### src/design/spm_pkg.sv
// spm_pkg: shared constants and types for the spiral matrix reader.
// Holds the configuration register map and the control bundle passed
// from the sequencer to the top level. No dependencies.
package spm_pkg;

	// Configuration port geometry
	localparam int unsigned CFG_W     = 5;
	localparam int unsigned CFG_IDX_W = 1;

	// Configuration register indexes
	localparam logic [CFG_IDX_W-1:0] CFG_NUM_ROWS = 1'd0;
	localparam logic [CFG_IDX_W-1:0] CFG_NUM_COLS = 1'd1;

	// Reset value of both dimension registers
	localparam logic [CFG_W-1:0] CFG_DIM_RESET = 5'd16;

	// Per-transfer control from the sequencer
	typedef struct packed {
		logic wr_en;  // load writes the element store
		logic rd_en;  // fetch reads the store and yields a result
		logic last;   // result closes the traversal
		logic idle;   // nothing loaded and nothing emitted
	} spm_cmd_t;

endpackage

### src/design/spm_ctrl.sv
// spm_ctrl: configuration registers, load/emit counters, spiral bounds
// and cursor. Depends on spm_pkg; drives the store address and commands.
module spm_ctrl #(
	parameter int unsigned MAX_ROWS = 16,
	parameter int unsigned MAX_COLS = 16,
	localparam int unsigned DEPTH = MAX_ROWS * MAX_COLS,
	localparam int unsigned AW    = (DEPTH > 1) ? $clog2(DEPTH) : 1
) (
	input  logic                           clk,
	input  logic                           arst_n,
	input  logic                           accept,
	input  logic                           operation,
	input  logic                           cfg_we,
	input  logic [spm_pkg::CFG_IDX_W-1:0]  cfg_index,
	input  logic [spm_pkg::CFG_W-1:0]      cfg_wdata,
	output logic [AW-1:0]                  addr,
	output spm_pkg::spm_cmd_t              cmd
);
	import spm_pkg::*;

	localparam int unsigned CW  = $clog2(DEPTH + 1);
	localparam int unsigned RW  = (MAX_ROWS > 1) ? $clog2(MAX_ROWS) : 1;
	localparam int unsigned CLW = (MAX_COLS > 1) ? $clog2(MAX_COLS) : 1;
	localparam int unsigned ERW = $clog2(MAX_ROWS + 1);
	localparam int unsigned ECW = $clog2(MAX_COLS + 1);
	localparam int unsigned MW  = RW + ECW + 1;

	// Spiral side codes
	localparam logic [1:0] DIR_DOWN  = 2'd0;
	localparam logic [1:0] DIR_RIGHT = 2'd1;
	localparam logic [1:0] DIR_UP    = 2'd2;
	localparam logic [1:0] DIR_LEFT  = 2'd3;

	// Zero reads as one, anything above the maximum is clamped
	function automatic logic [ERW-1:0] eff_rows_f(input logic [CFG_W-1:0] v);
		if (v == '0) eff_rows_f = ERW'(1);
		else if (int'(v) > int'(MAX_ROWS)) eff_rows_f = ERW'(MAX_ROWS);
		else eff_rows_f = ERW'(v);
	endfunction

	function automatic logic [ECW-1:0] eff_cols_f(input logic [CFG_W-1:0] v);
		if (v == '0) eff_cols_f = ECW'(1);
		else if (int'(v) > int'(MAX_COLS)) eff_cols_f = ECW'(MAX_COLS);
		else eff_cols_f = ECW'(v);
	endfunction

	logic [CFG_W-1:0] num_rows_q, num_cols_q, num_rows_n, num_cols_n;
	logic [CW-1:0]    loaded_q, emitted_q, loaded_n, emitted_n;
	logic [RW-1:0]    top_q, bottom_q, row_q, top_n, bottom_n, row_n;
	logic [CLW-1:0]   left_q, right_q, col_q, left_n, right_n, col_n;
	logic [1:0]       dir_q, dir_n;
	logic [ERW-1:0]   eff_rows, clr_rows;
	logic [ECW-1:0]   eff_cols, clr_cols;
	logic [CW-1:0]    total;
	logic [AW-1:0]    rd_addr;
	logic             idle, cfg_take, loaded_full, do_load, do_fetch, is_last, clear;

	// Effective geometry and item decode
	assign eff_rows    = eff_rows_f(num_rows_q);
	assign eff_cols    = eff_cols_f(num_cols_q);
	assign total       = CW'(eff_rows * eff_cols);
	assign idle        = (loaded_q == '0) && (emitted_q == '0);
	assign cfg_take    = cfg_we && idle;
	assign loaded_full = (loaded_q == total);
	assign do_load     = accept && !operation && !loaded_full;
	assign do_fetch    = accept && operation && loaded_full;
	assign is_last     = (emitted_q == total - CW'(1));
	assign clear       = cfg_take || (do_fetch && is_last);

	// Store address: row-major fill position or spiral cursor
	assign rd_addr = AW'(MW'(row_q) * MW'(eff_cols) + MW'(col_q));
	assign addr    = do_fetch ? rd_addr : loaded_q[AW-1:0];

	assign cmd.wr_en = do_load;
	assign cmd.rd_en = do_fetch;
	assign cmd.last  = is_last;
	assign cmd.idle  = idle;

	// Next configuration; a write only lands while idle
	always_comb begin
		num_rows_n = num_rows_q;
		num_cols_n = num_cols_q;
		if (cfg_take) begin
			case (cfg_index)
				CFG_NUM_ROWS: num_rows_n = cfg_wdata;
				CFG_NUM_COLS: num_cols_n = cfg_wdata;
				default: ;
			endcase
		end
	end

	assign clr_rows = eff_rows_f(num_rows_n);
	assign clr_cols = eff_cols_f(num_cols_n);

	// Cursor step: continue along the side, or close it and turn
	always_comb begin
		loaded_n  = loaded_q;
		emitted_n = emitted_q;
		top_n     = top_q;
		bottom_n  = bottom_q;
		left_n    = left_q;
		right_n   = right_q;
		row_n     = row_q;
		col_n     = col_q;
		dir_n     = dir_q;
		if (clear) begin
			loaded_n  = '0;
			emitted_n = '0;
			top_n     = '0;
			bottom_n  = RW'(clr_rows - ERW'(1));
			left_n    = '0;
			right_n   = CLW'(clr_cols - ECW'(1));
			row_n     = '0;
			col_n     = '0;
			dir_n     = DIR_DOWN;
		end else if (do_load) begin
			loaded_n = loaded_q + CW'(1);
		end else if (do_fetch) begin
			emitted_n = emitted_q + CW'(1);
			case (dir_q)
				DIR_DOWN: begin
					if (row_q < bottom_q) begin
						row_n = row_q + RW'(1);
					end else begin
						left_n = left_q + CLW'(1);
						dir_n  = DIR_RIGHT;
						row_n  = bottom_q;
						col_n  = left_q + CLW'(1);
					end
				end
				DIR_RIGHT: begin
					if (col_q < right_q) begin
						col_n = col_q + CLW'(1);
					end else begin
						bottom_n = bottom_q - RW'(1);
						dir_n    = DIR_UP;
						row_n    = bottom_q - RW'(1);
						col_n    = right_q;
					end
				end
				DIR_UP: begin
					if (row_q > top_q) begin
						row_n = row_q - RW'(1);
					end else begin
						right_n = right_q - CLW'(1);
						dir_n   = DIR_LEFT;
						row_n   = top_q;
						col_n   = right_q - CLW'(1);
					end
				end
				DIR_LEFT: begin
					if (col_q > left_q) begin
						col_n = col_q - CLW'(1);
					end else begin
						top_n = top_q + RW'(1);
						dir_n = DIR_DOWN;
						row_n = top_q + RW'(1);
						col_n = left_q;
					end
				end
				default: ;
			endcase
		end
	end

	// State registers
	always_ff @(posedge clk or negedge arst_n) begin
		if (!arst_n) begin
			num_rows_q <= CFG_DIM_RESET;
			num_cols_q <= CFG_DIM_RESET;
			loaded_q   <= '0;
			emitted_q  <= '0;
			top_q      <= '0;
			bottom_q   <= RW'(eff_rows_f(CFG_DIM_RESET) - ERW'(1));
			left_q     <= '0;
			right_q    <= CLW'(eff_cols_f(CFG_DIM_RESET) - ECW'(1));
			row_q      <= '0;
			col_q      <= '0;
			dir_q      <= DIR_DOWN;
		end else begin
			num_rows_q <= num_rows_n;
			num_cols_q <= num_cols_n;
			loaded_q   <= loaded_n;
			emitted_q  <= emitted_n;
			top_q      <= top_n;
			bottom_q   <= bottom_n;
			left_q     <= left_n;
			right_q    <= right_n;
			row_q      <= row_n;
			col_q      <= col_n;
			dir_q      <= dir_n;
		end
	end

endmodule

### config.mk
export PLATFORM = sky130hd
export DESIGN_NAME = spm_ctrl
export DESIGN_NICKNAME = d
export VERILOG_FILES = /design/src/design/spm_pkg.sv /design/src/design/spm_ctrl.sv
export SDC_FILE = /design/constraint.sdc
export NUM_CORES = 1
export LEC_CHECK = 0
export ABC_AREA = 1
export BUFFER_PORTS_ARGS = -buffer_cell sky130_fd_sc_hd__buf_2
export CAP_MARGIN = 20
export CORE_MARGIN = 2
export CORE_UTILIZATION = 58
export DETAILED_ROUTE_END_ITERATION = 8
export PLACE_DENSITY = 0.78
export RECOVER_POWER = 50
export REMOVE_ABC_BUFFERS = 1
export SLEW_MARGIN = 20
export SYNTH_ARGS = -nofsm -noshare
export SYNTH_HDL_FRONTEND = slang
export SYNTH_SLANG_ARGS = --single-unit
### constraint.sdc
create_clock -name clk -period 4.5 [get_ports clk]
set_input_delay 0.675 -clock clk [delete_from_list [all_inputs] [get_ports clk]]
set_output_delay 0.675 -clock clk [all_outputs]
set_load 0.02 [all_outputs]
==> flow_metrics.tcl, run 1 <==
set metrics [dict create \
    drt_iter0_drc 519 \
    drtPass1Iterations 6 \
    post-place-ws_ns -0.365 \
    async_flop_share_pct 100 \
    ys_top_cells_by_area "dfrtp_1, nand2_1, ha_1" \
    synth-edff-count 0 \
    grt_usage_pct 31.4 \
    outcome "complete, but fails checks" \
    final_nets 1104 \
    worstPathArrival_ns 4.66 \
    place_area_um2 6840 \
    cts_buffers 5 \
    grt_pass1_wl_um 28900 \
    setup-violations-final 55 \
    synth_area_per_cell_um2 6.88 \
    clk_path_buf_depth 2 \
    cp-start-kind "flip-flop" \
    syn_to_final_growth_pct 32.6 \
    num_vias 6696 \
    num_rows 37 \
    routabilityCongestion 0.964 \
    wl_um 20000 \
    multi_input_area_um2 4750 \
    critPathKind "flip-flop to primary output" \
    fin_skew_ns 0.0116 \
    routed_via_density 5.84 \
    cap_violations 1 \
    cts_tree "done" \
    period_minus_slack_ns 5.33 \
    holdBufCountCts 0 \
    grt_pass1_vias 6077 \
    post-route-period-util_pct 118 \
    synthesis.area_um2 6100 \
    wl_per_cell_um 17.4 \
    synth_cells 886 \
    dieArea_um2 11300 \
    finalPower_mw 1.33 \
    final_common_cell "nand2_1" \
    yosysWarnings 0 \
    synth_top_area_share_pct 18.1 \
    ant_nets 0 \
    yosysSeqAreaShare_pct 22.4 \
    worst_slew_pin_slew_ns 2.16 \
    rsz0062_at_grt "yes" \
    n_antenna_cell 0 \
    fin_cells 1147 \
    seq_power_share_pct 44.0 \
    post-route-drc-count 0 \
    drive_gt1_share_pct 30.8 \
    h-tree-depth 2 \
    dp_hpwl_um 12400 \
    root_buffer "clkbuf_8" \
    seq_area_um2 1360 \
    power_frac_comb_pct 34.8 \
    critPathRequiredTime_ns 3.83 \
    ys.flop_type "dfrtp_1" \
    fmax_mhz 188 \
    leakage_nw 4.11 \
    pwr-share-clk_pct 21.2 \
    placed_cells 1100 \
    die_h_um 107 \
    ios 23 \
    cts.clk_slew.worst_paths_ns 0.10 \
    start_util_pct 59.3 \
    antenna_found_initial 0 \
    hold_class "flip-flop to flip-flop" \
    core-area_um2 10300 \
    critPathCaptureType "primary output" \
    worstPathMaxFanout 8 \
    filler_cell_count 700 \
    fin_ws_ns -0.832 \
    timing.final.max_slew_violations 37 \
    die_x_um 107 \
    slew_headroom_pct -43.7 \
    peakVddDrop_uv 126 \
    final_area_um2 8080 \
    internal_power_mw 0.811 \
    clock_latency_ns 0.32 \
    numPortBuffers 22 \
    synth_cell_type_count 48 \
    overflow 0 \
    p_per_area_nw_per_um2 165 \
    clock_sinks 54 \
    p_sw_share_pct 39.1 \
    synth_seq_cells 54 \
    grt_max_degree 37 \
    p_sw_mw 0.519 \
    synth_top_area_cell "dfrtp_1" \
    finalHoldViolCount 0 \
    mostFrequentLayoutCells "nand2_1, inv_1, buf_4, ha_1, nor2_1" \
    violations "max-capacitance violations, max-slew violations, negative setup slack" \
]
-- sequential cells by signal (all words and copies together) (netlist names) --
name and count:
dir_q 2, left_q 4, num_rows_q 5, col_q 4, bottom_q 4, emitted_q 9, row_q 4, loaded_q 9
num_cols_q 5, right_q 4, top_q 4
-- worst max-delay path, stage by stage (launching register included) --
cell,delay (ns)
dfstp_2,0.57
inv_2,0.06
nand4_1,0.08
nand2_2,0.08
inv_2,0.07
nor2_2,0.04
fa_1,0.47
fa_1,0.50
fa_1,0.51
ha_4,0.38
nand2_4,0.09
nor2_1,0.17
nand2_1,0.10
nand3_2,0.09
nand3_1,0.11
nand3_1,0.09
nand2_1,0.06
inv_2,0.07
nand3_4,0.08
nor2_4,0.17
buf_12,0.14
buf_16,0.13
nand2_4,0.05
o21ai_2,0.08
buf_6,0.14
-- stage by stage --
stage               hold slack (ns)  util, %  setup TNS (ns)
CTS                           0.306     73.8          -18.99
global route                  0.489     78.6          -47.46
finish                        0.472     78.6          -35.11
global placement              0.458     66.5           -9.58
floorplan                     0.379        -          -14.26
detailed placement            0.464     66.5          -15.71
-- cells in the mapped netlist, types with 2 or more instances --
| master | number |
|---|---|
| a21boi_0 | 2 |
| a21oi_1 | 24 |
| buf_2 | 3 |
| buf_4 | 8 |
| clkbuf_1 | 3 |
| clkinv_1 | 3 |
| dfrtp_1 | 44 |
| dfstp_2 | 10 |
| fa_1 | 16 |
| ha_1 | 67 |
| inv_1 | 115 |
| inv_2 | 16 |
| nand2_1 | 247 |
| nand2_2 | 7 |
| nand2_4 | 3 |
| nand3_1 | 76 |
| nand3_2 | 5 |
| nand3b_1 | 2 |
| nand4_1 | 12 |
| nor2_1 | 72 |
| nor2_2 | 3 |
| nor2_4 | 4 |
| nor2_8 | 2 |
| nor3_1 | 8 |
| o2111ai_1 | 2 |
| o211ai_1 | 10 |
| o21a_1 | 2 |
| o21ai_0 | 31 |
| o21ai_1 | 39 |
| o221ai_1 | 2 |
| or2_2 | 3 |
| xnor2_1 | 7 |
| xor2_1 | 23 |
-- per-layer routing --
metal	vias to the layer above	share of wire, %	GRT usage, %
met3	127	6.6	3.68
met2	326	48	55.5
li1	3123	-	-
met5	-	0	0
met4	0	5.9	11.4
met1	3120	39	39.5
-- final cells by class --
class / instances / area share [%]
flip-flops and latches: 54 / 16.9
multi-input cells: 683 / 58.8
inverters: 136 / 6.69
clock buffers: 8 / 0.991
repair buffers: 130 / 14.6
well taps: 136 / 2.11
-- timing repair --
action,CTS,global route
setup buffers,21,19
endpoints found under the setup margin,55,55
pin swaps,45,32
cloned,4,2
resized for setup,120,95
hold endpoints to repair,0,0
-- logic make-up (layout without fill, tap and decap cells) --
kind of cell	Yosys count	after routing	share of synthesized area, %
adder cells (fa/ha/maj)	83	83	19.0
AO/OA/AOI/OAI	119	119	11.2
flip-flops	54	54	22.4
XOR/XNOR	30	30	4.31
buffers and inverters	151	274	10.1
AND/OR/NAND/NOR	449	451	33.0
-- path summary, 6_finish.rpt --
check | start | to | slack, ns | cells after the start
worst max-delay path | num_rows_q[4] | addr[2] | -0.83 | 24
worst min-delay path | bottom_q[3] | bottom_q[3] | 0.47 | 2
worst max register to register | num_rows_q[4] | bottom_q[1] | -0.71 | 32
worst min register to register | bottom_q[3] | bottom_q[3] | 0.47 | 2
max in group asynchronous | arst_n | emitted_q[0] | 1.39 | 2
min in group asynchronous | arst_n | num_cols_q[1] | 0.54 | 1
-- power by group through the flow --
stage	registers [mW]	clock network, mW	logic (mW)
floorplan	0.573	0	0.254
global placement	0.589	0	0.362
detailed placement	0.589	0	0.364
CTS	0.581	0.280	0.403
global route	0.588	0.304	0.500
finish	0.586	0.282	0.463
Power figures use the tool's default switching activity.
==> run 2: changes to the inputs <==
- RECOVER_POWER: 50 -> default
==> run 2 against run 1 <==
  * The flow finishes with violations (negative setup slack)
  * Total power fell by 0.28%
  * Hold slack got worse by 0.17 ns
  * Worst setup slack got worse by 0.026 ns
  * Core utilization barely moved
  * Critical path depth did not move
  * Critical path type unchanged
  * Register-to-register slack got worse by 0.03 ns
  * Count of clock-buffer cells in the layout did not move
  * Flip-flop and latch count did not move
  * Combinational power barely moved
  * First-iteration DRC count rose by 9.4%
  * Non-clock buffer count did not move
  * Largest cell class unchanged
  * Final area barely moved
  * Critical endpoint is now addr[7]
==> flow_metrics.tcl, run 2 (synthesis results as in run 1) <==
set metrics [dict create \
    grt_usage_pct 31.4 \
    post-route-period-util_pct 119 \
    cp_slowest_cell "dfstp_2" \
    fin_skew_ns 0.0110 \
    finalPower_mw 1.33 \
    period_minus_slack_ns 5.36 \
    drive_gt1_share_pct 31.0 \
    ant_nets 0 \
    crit_path_max_incr_delay_ns 0.57 \
    worstPathMaxFanout 8 \
    die_x_um 107 \
    core-area_um2 10300 \
    wl_um 19900 \
    numPortBuffers 22 \
    clock_latency_ns 0.32 \
    hold_class "input pin to async pin" \
    finalHoldViolCount 0 \
    path_delay_family "adder cells" \
    rsz0062_at_grt "yes" \
    drtPass1Iterations 5 \
    antenna_found_initial 0 \
    fin_ws_ns -0.858 \
    h-tree-depth 2 \
    worst_slew_pin_slew_ns 0.550 \
    post-route-drc-count 0 \
    grt_pass1_wl_um 28900 \
    die_h_um 107 \
    outcome "complete, but fails checks" \
    peakVddDrop_uv 126 \
    cts_buffers 5 \
    place_area_um2 6840 \
    final_nets 1104 \
    timing.final.max_slew_violations 0 \
    critPathKind "flip-flop to primary output" \
    root_buffer "clkbuf_8" \
    cts_tree "done" \
    cts.clk_slew.worst_paths_ns 0.09 \
    clk_path_buf_depth 2 \
    setup-violations-final 55 \
    final_common_cell "nand2_1" \
    start_util_pct 59.3 \
    leakage_nw 4.12 \
    cp.buffers_inverters 6 \
    num_vias 6706 \
    post-place-ws_ns -0.365 \
    routed_via_density 5.85 \
    slew_headroom_pct 63.3 \
    dp_hpwl_um 12400 \
    violations "negative setup slack" \
    num_rows 37 \
    cap_violations 0 \
    grt_max_degree 37 \
    p_per_area_nw_per_um2 164 \
    mostFrequentLayoutCells "nand2_1, inv_1, buf_4, ha_1, nor2_1" \
    crit_chain "inv_2 > nand4_1 > nand2_2 > inv_2 > nor2_2 > fa_1 > fa_1 > fa_1 > ha_4 > nand2_4 > nor2_1 > nand2_1 > nand3_2 > nand3_1 > nand3_1 > nand2_1 > inv_2 > nand3_4 > nor2_4 > buf_12 > buf_16 > nand2_4 > o21ai_1 > buf_4" \
    n_antenna_cell 0 \
    worstPathArrival_ns 4.68 \
    fin_cells 1147 \
    wl_per_cell_um 17.4 \
    overflow 0 \
    placed_cells 1100 \
    clock_sinks 54 \
    cp-start-kind "flip-flop" \
    drt_iter0_drc 568 \
    critPathRequiredTime_ns 3.83 \
    grt_pass1_vias 6077 \
    fmax_mhz 187 \
    syn_to_final_growth_pct 32.6 \
    dieArea_um2 11300 \
    setup_tns_ns -36.83 \
    critPathCaptureType "primary output" \
    ios 23 \
    final_area_um2 8090 \
    routabilityCongestion 0.964 \
    reg_top3 "emitted_q: 9 flops, loaded_q: 9 flops" \
]
run 2: changes by cell type in the layout (fill, tap and decap cells not counted):
cell      before  now
buf_4         85   86
buf_2         10   11
clkbuf_1       5    3
run 2: area by class of cell:
class | instances | area [µm²]
timing repair buffer | 130 | 1180
clock buffer | 8 | 80.1
fill | 701 | 2190
multi-input combinational | 683 | 4750
sequential | 54 | 1360
tap | 136 | 170
inverter | 136 | 541
run 2: layer usage:
metal / vias up / share of wire, % / GRT usage (%)
li1: 3120 / - / -
met1: 3113 / 38 / 39.5
met2: 352 / 49 / 55.5
met3: 121 / 7.1 / 3.68
met4: 0 / 5.6 / 11.4
met5: - / 0 / 0
run 2: final timing paths:
| path | depth (start not counted) | from | to | slack [ns] |
|---|---|---|---|---|
| max | 24 | num_rows_q[4] | addr[7] | -0.86 |
| min | 1 | arst_n | num_cols_q[1] | 0.30 |
| max reg2reg | 32 | num_rows_q[4] | bottom_q[1] | -0.74 |
| min reg2reg | 2 | bottom_q[3] | bottom_q[3] | 0.47 |
| max in group asynchronous | 2 | arst_n | right_q[2] | 3.31 |
| min in group clk | 2 | bottom_q[3] | bottom_q[3] | 0.47 |
run 2: power breakdown:
group	switching, mW	internal, mW
Sequential	0.0561	0.529
Combinational	0.291	0.171
Clock	0.168	0.111
Total	0.515	0.811
run 2: per-stage QoR:
step | hold WS, ns | util [%]
after floorplan | 0.379 | -
after global placement | 0.458 | 66.5
after detailed placement | 0.464 | 66.5
after CTS | 0.306 | 73.8
after global routing | 0.317 | 78.7
final | 0.298 | 78.7
run 2: repair_timing:
action                     in CTS  in global routing
hold buffers                    0                  0
resized for setup             120                 95
cloned                          4                  2
pin swaps                      45                 32
setup endpoints to repair      55                 55
buffers inserted               21                 19
hold endpoints to repair        0                  0
==> run 3: changes to the inputs <==
- MAX_ROUTING_LAYER: default -> met4
==> run 3 against run 2 <==
  * The flow still finishes with violations (negative setup slack)
  * Register-to-register slack gained 0.10 ns
  * Sequential share of layout area decreased by 0.26 points
  * Global-route usage grew 3.1 points
  * Die area stayed put
  * Core utilization grew 1.2 points
  * Flip-flop and latch count unchanged
==> flow_metrics.tcl, run 3 (synthesis results as in run 1) <==
set metrics [dict create \
    critPathCaptureType "primary output" \
    wl_per_cell_um 17.0 \
    grt_max_degree 55 \
    setup-violations-final 55 \
    critPathKind "flip-flop to primary output" \
    num_rows 37 \
    grt_pass1_wl_um 30500 \
    cts_buffers 5 \
    drt_iter0_drc 539 \
    multi_input_area_um2 4710 \
    final_area_um2 8210 \
    outcome "complete, but fails checks" \
    place_area_um2 6860 \
    seq_area_um2 1360 \
    h-tree-depth 2 \
    final_nets 1119 \
    post-route-period-util_pct 117 \
    filler_cell_count 660 \
    critPathRequiredTime_ns 3.83 \
    syn_to_final_growth_pct 34.7 \
    wl_um 19800 \
    post-route-drc-count 0 \
    grt_use_met1_pct 40.9 \
    worstPathMaxFanout 7 \
    grt_use_met2_pct 58.5 \
    reg2reg_slack_ns -0.64 \
    grt_pass1_vias 6416 \
    rsz0062_at_grt "yes" \
    root_buffer "clkbuf_8" \
    fmax_mhz 190 \
    num_vias 6749 \
    dp_hpwl_um 12600 \
    ios 23 \
    drive_gt1_share_pct 31.7 \
    clk_path_buf_depth 2 \
    die_x_um 107 \
    p_per_area_nw_per_um2 172 \
    clock_latency_ns 0.33 \
    placed_cells 1101 \
    n_antenna_cell 0 \
    use_met3_pct 5.21 \
    postLayoutCoreUtil_pct 79.9 \
    reg_top3 "emitted_q: 9 flops, loaded_q: 9 flops" \
    start_util_pct 59.3 \
    violations "negative setup slack" \
    clock_sinks 54 \
    fin_skew_ns 0.0115 \
    mostFrequentLayoutCells "nand2_1, inv_1, buf_4, nand3_1, ha_1" \
    grt_usage_pct 34.6 \
    numPortBuffers 22 \
    fin_ws_ns -0.762 \
    antenna_found_initial 0 \
    cts.clk_slew.worst_paths_ns 0.10 \
    routed_via_density 5.81 \
    dieArea_um2 11300 \
    hold_class "input pin to async pin" \
    drtPass1Iterations 6 \
    timing.final.max_slew_violations 0 \
    core-area_um2 10300 \
    finalHoldViolCount 0 \
    worstPathArrival_ns 4.59 \
    cap_violations 0 \
    cts_tree "done" \
    routabilityCongestion 0.950 \
    ant_nets 0 \
    final_common_cell "nand2_1" \
    peakVddDrop_uv 175 \
    overflow 0 \
    cp-start-kind "flip-flop" \
    grt-busiest-layer "met2" \
    fin_cells 1162 \
    slew_headroom_pct 51.8 \
    die_h_um 107 \
    period_minus_slack_ns 5.26 \
    worst_slew_pin_slew_ns 0.723 \
    leakage_nw 4.22 \
]
[run 3: cell count changes in the layout (fill, tap and decap cells not counted), sizes merged]
cell    delta
buf       +13
bufbuf     +1
bufinv     +1
clkbuf     -3
clkinv     +2
inv        +1
[run 3: metrics by stage]
step	setup WS, ns	TNS [ns]	hold WS, ns	power, mW
floorplan	-0.493	-14.26	0.379	0.828
global placement	-0.319	-10.24	0.458	0.950
detailed placement	-0.426	-15.11	0.465	0.956
CTS	-0.620	-19.28	0.479	1.34
global route	-0.906	-38.36	0.487	1.48
finish	-0.762	-30.22	0.471	1.41
[run 3: layout make-up]
cell class | instances | area share [%]
Multi-Input combinational cell | 683 | 57.4
Sequential cell | 54 | 16.6
Timing Repair Buffer | 144 | 15.9
Inverter | 136 | 6.58
Tap cell | 136 | 2.07
Clock buffer | 5 | 0.838
Clock inverter | 3 | 0.488
Timing Repair inverter | 1 | 0.137
[run 3: worst paths after layout]
| path | start | endpoint | cells past startpoint |
|---|---|---|---|
| min | arst_n | num_cols_q[0] | 2 |
| max | num_rows_q[4] | addr[2] | 23 |
| min reg2reg | bottom_q[3] | bottom_q[3] | 2 |
| min in group clk | bottom_q[3] | bottom_q[3] | 2 |
| max in group asynchronous | arst_n | emitted_q[6] | 2 |
| max reg2reg | num_rows_q[4] | col_q[2] | 31 |
[run 3: routing by layer]
layer  share of wire, %  routed length, µm
met1                 38               7540
met2                 49               9680
met3                7.5               1480
met4                5.3               1040
met5                  0                  0
[run 3: timing repair]
action,CTS,global route
endpoints found under the setup margin,55,55
hold buffers,0,0
pin swaps,36,41
buffers inserted,37,14
cloned,6,1
resized for setup,116,96
[run 3: worst max-delay path: stages (launching register included)]
cell     delay, ns
dfstp_2       0.57
inv_2         0.06
nand4_1       0.09
nand2_2       0.07
inv_2         0.07
nor2_2        0.04
fa_1          0.48
fa_1          0.56
fa_2          0.47
ha_4          0.32
nand2_2       0.08
nand2_2       0.06
nand2_2       0.08
nand4_1       0.20
nand3_1       0.18
nand2_1       0.08
inv_2         0.07
nand3_4       0.08
nor2_4        0.15
buf_12        0.13
buf_12        0.12
nand2_2       0.04
o21ai_1       0.09
buf_4         0.17
[run 3: power breakdown]
group	internal [mW]	switching, mW
Sequential	0.529	0.0569
Combinational	0.186	0.293
Clock	0.164	0.180
Total	0.879	0.529
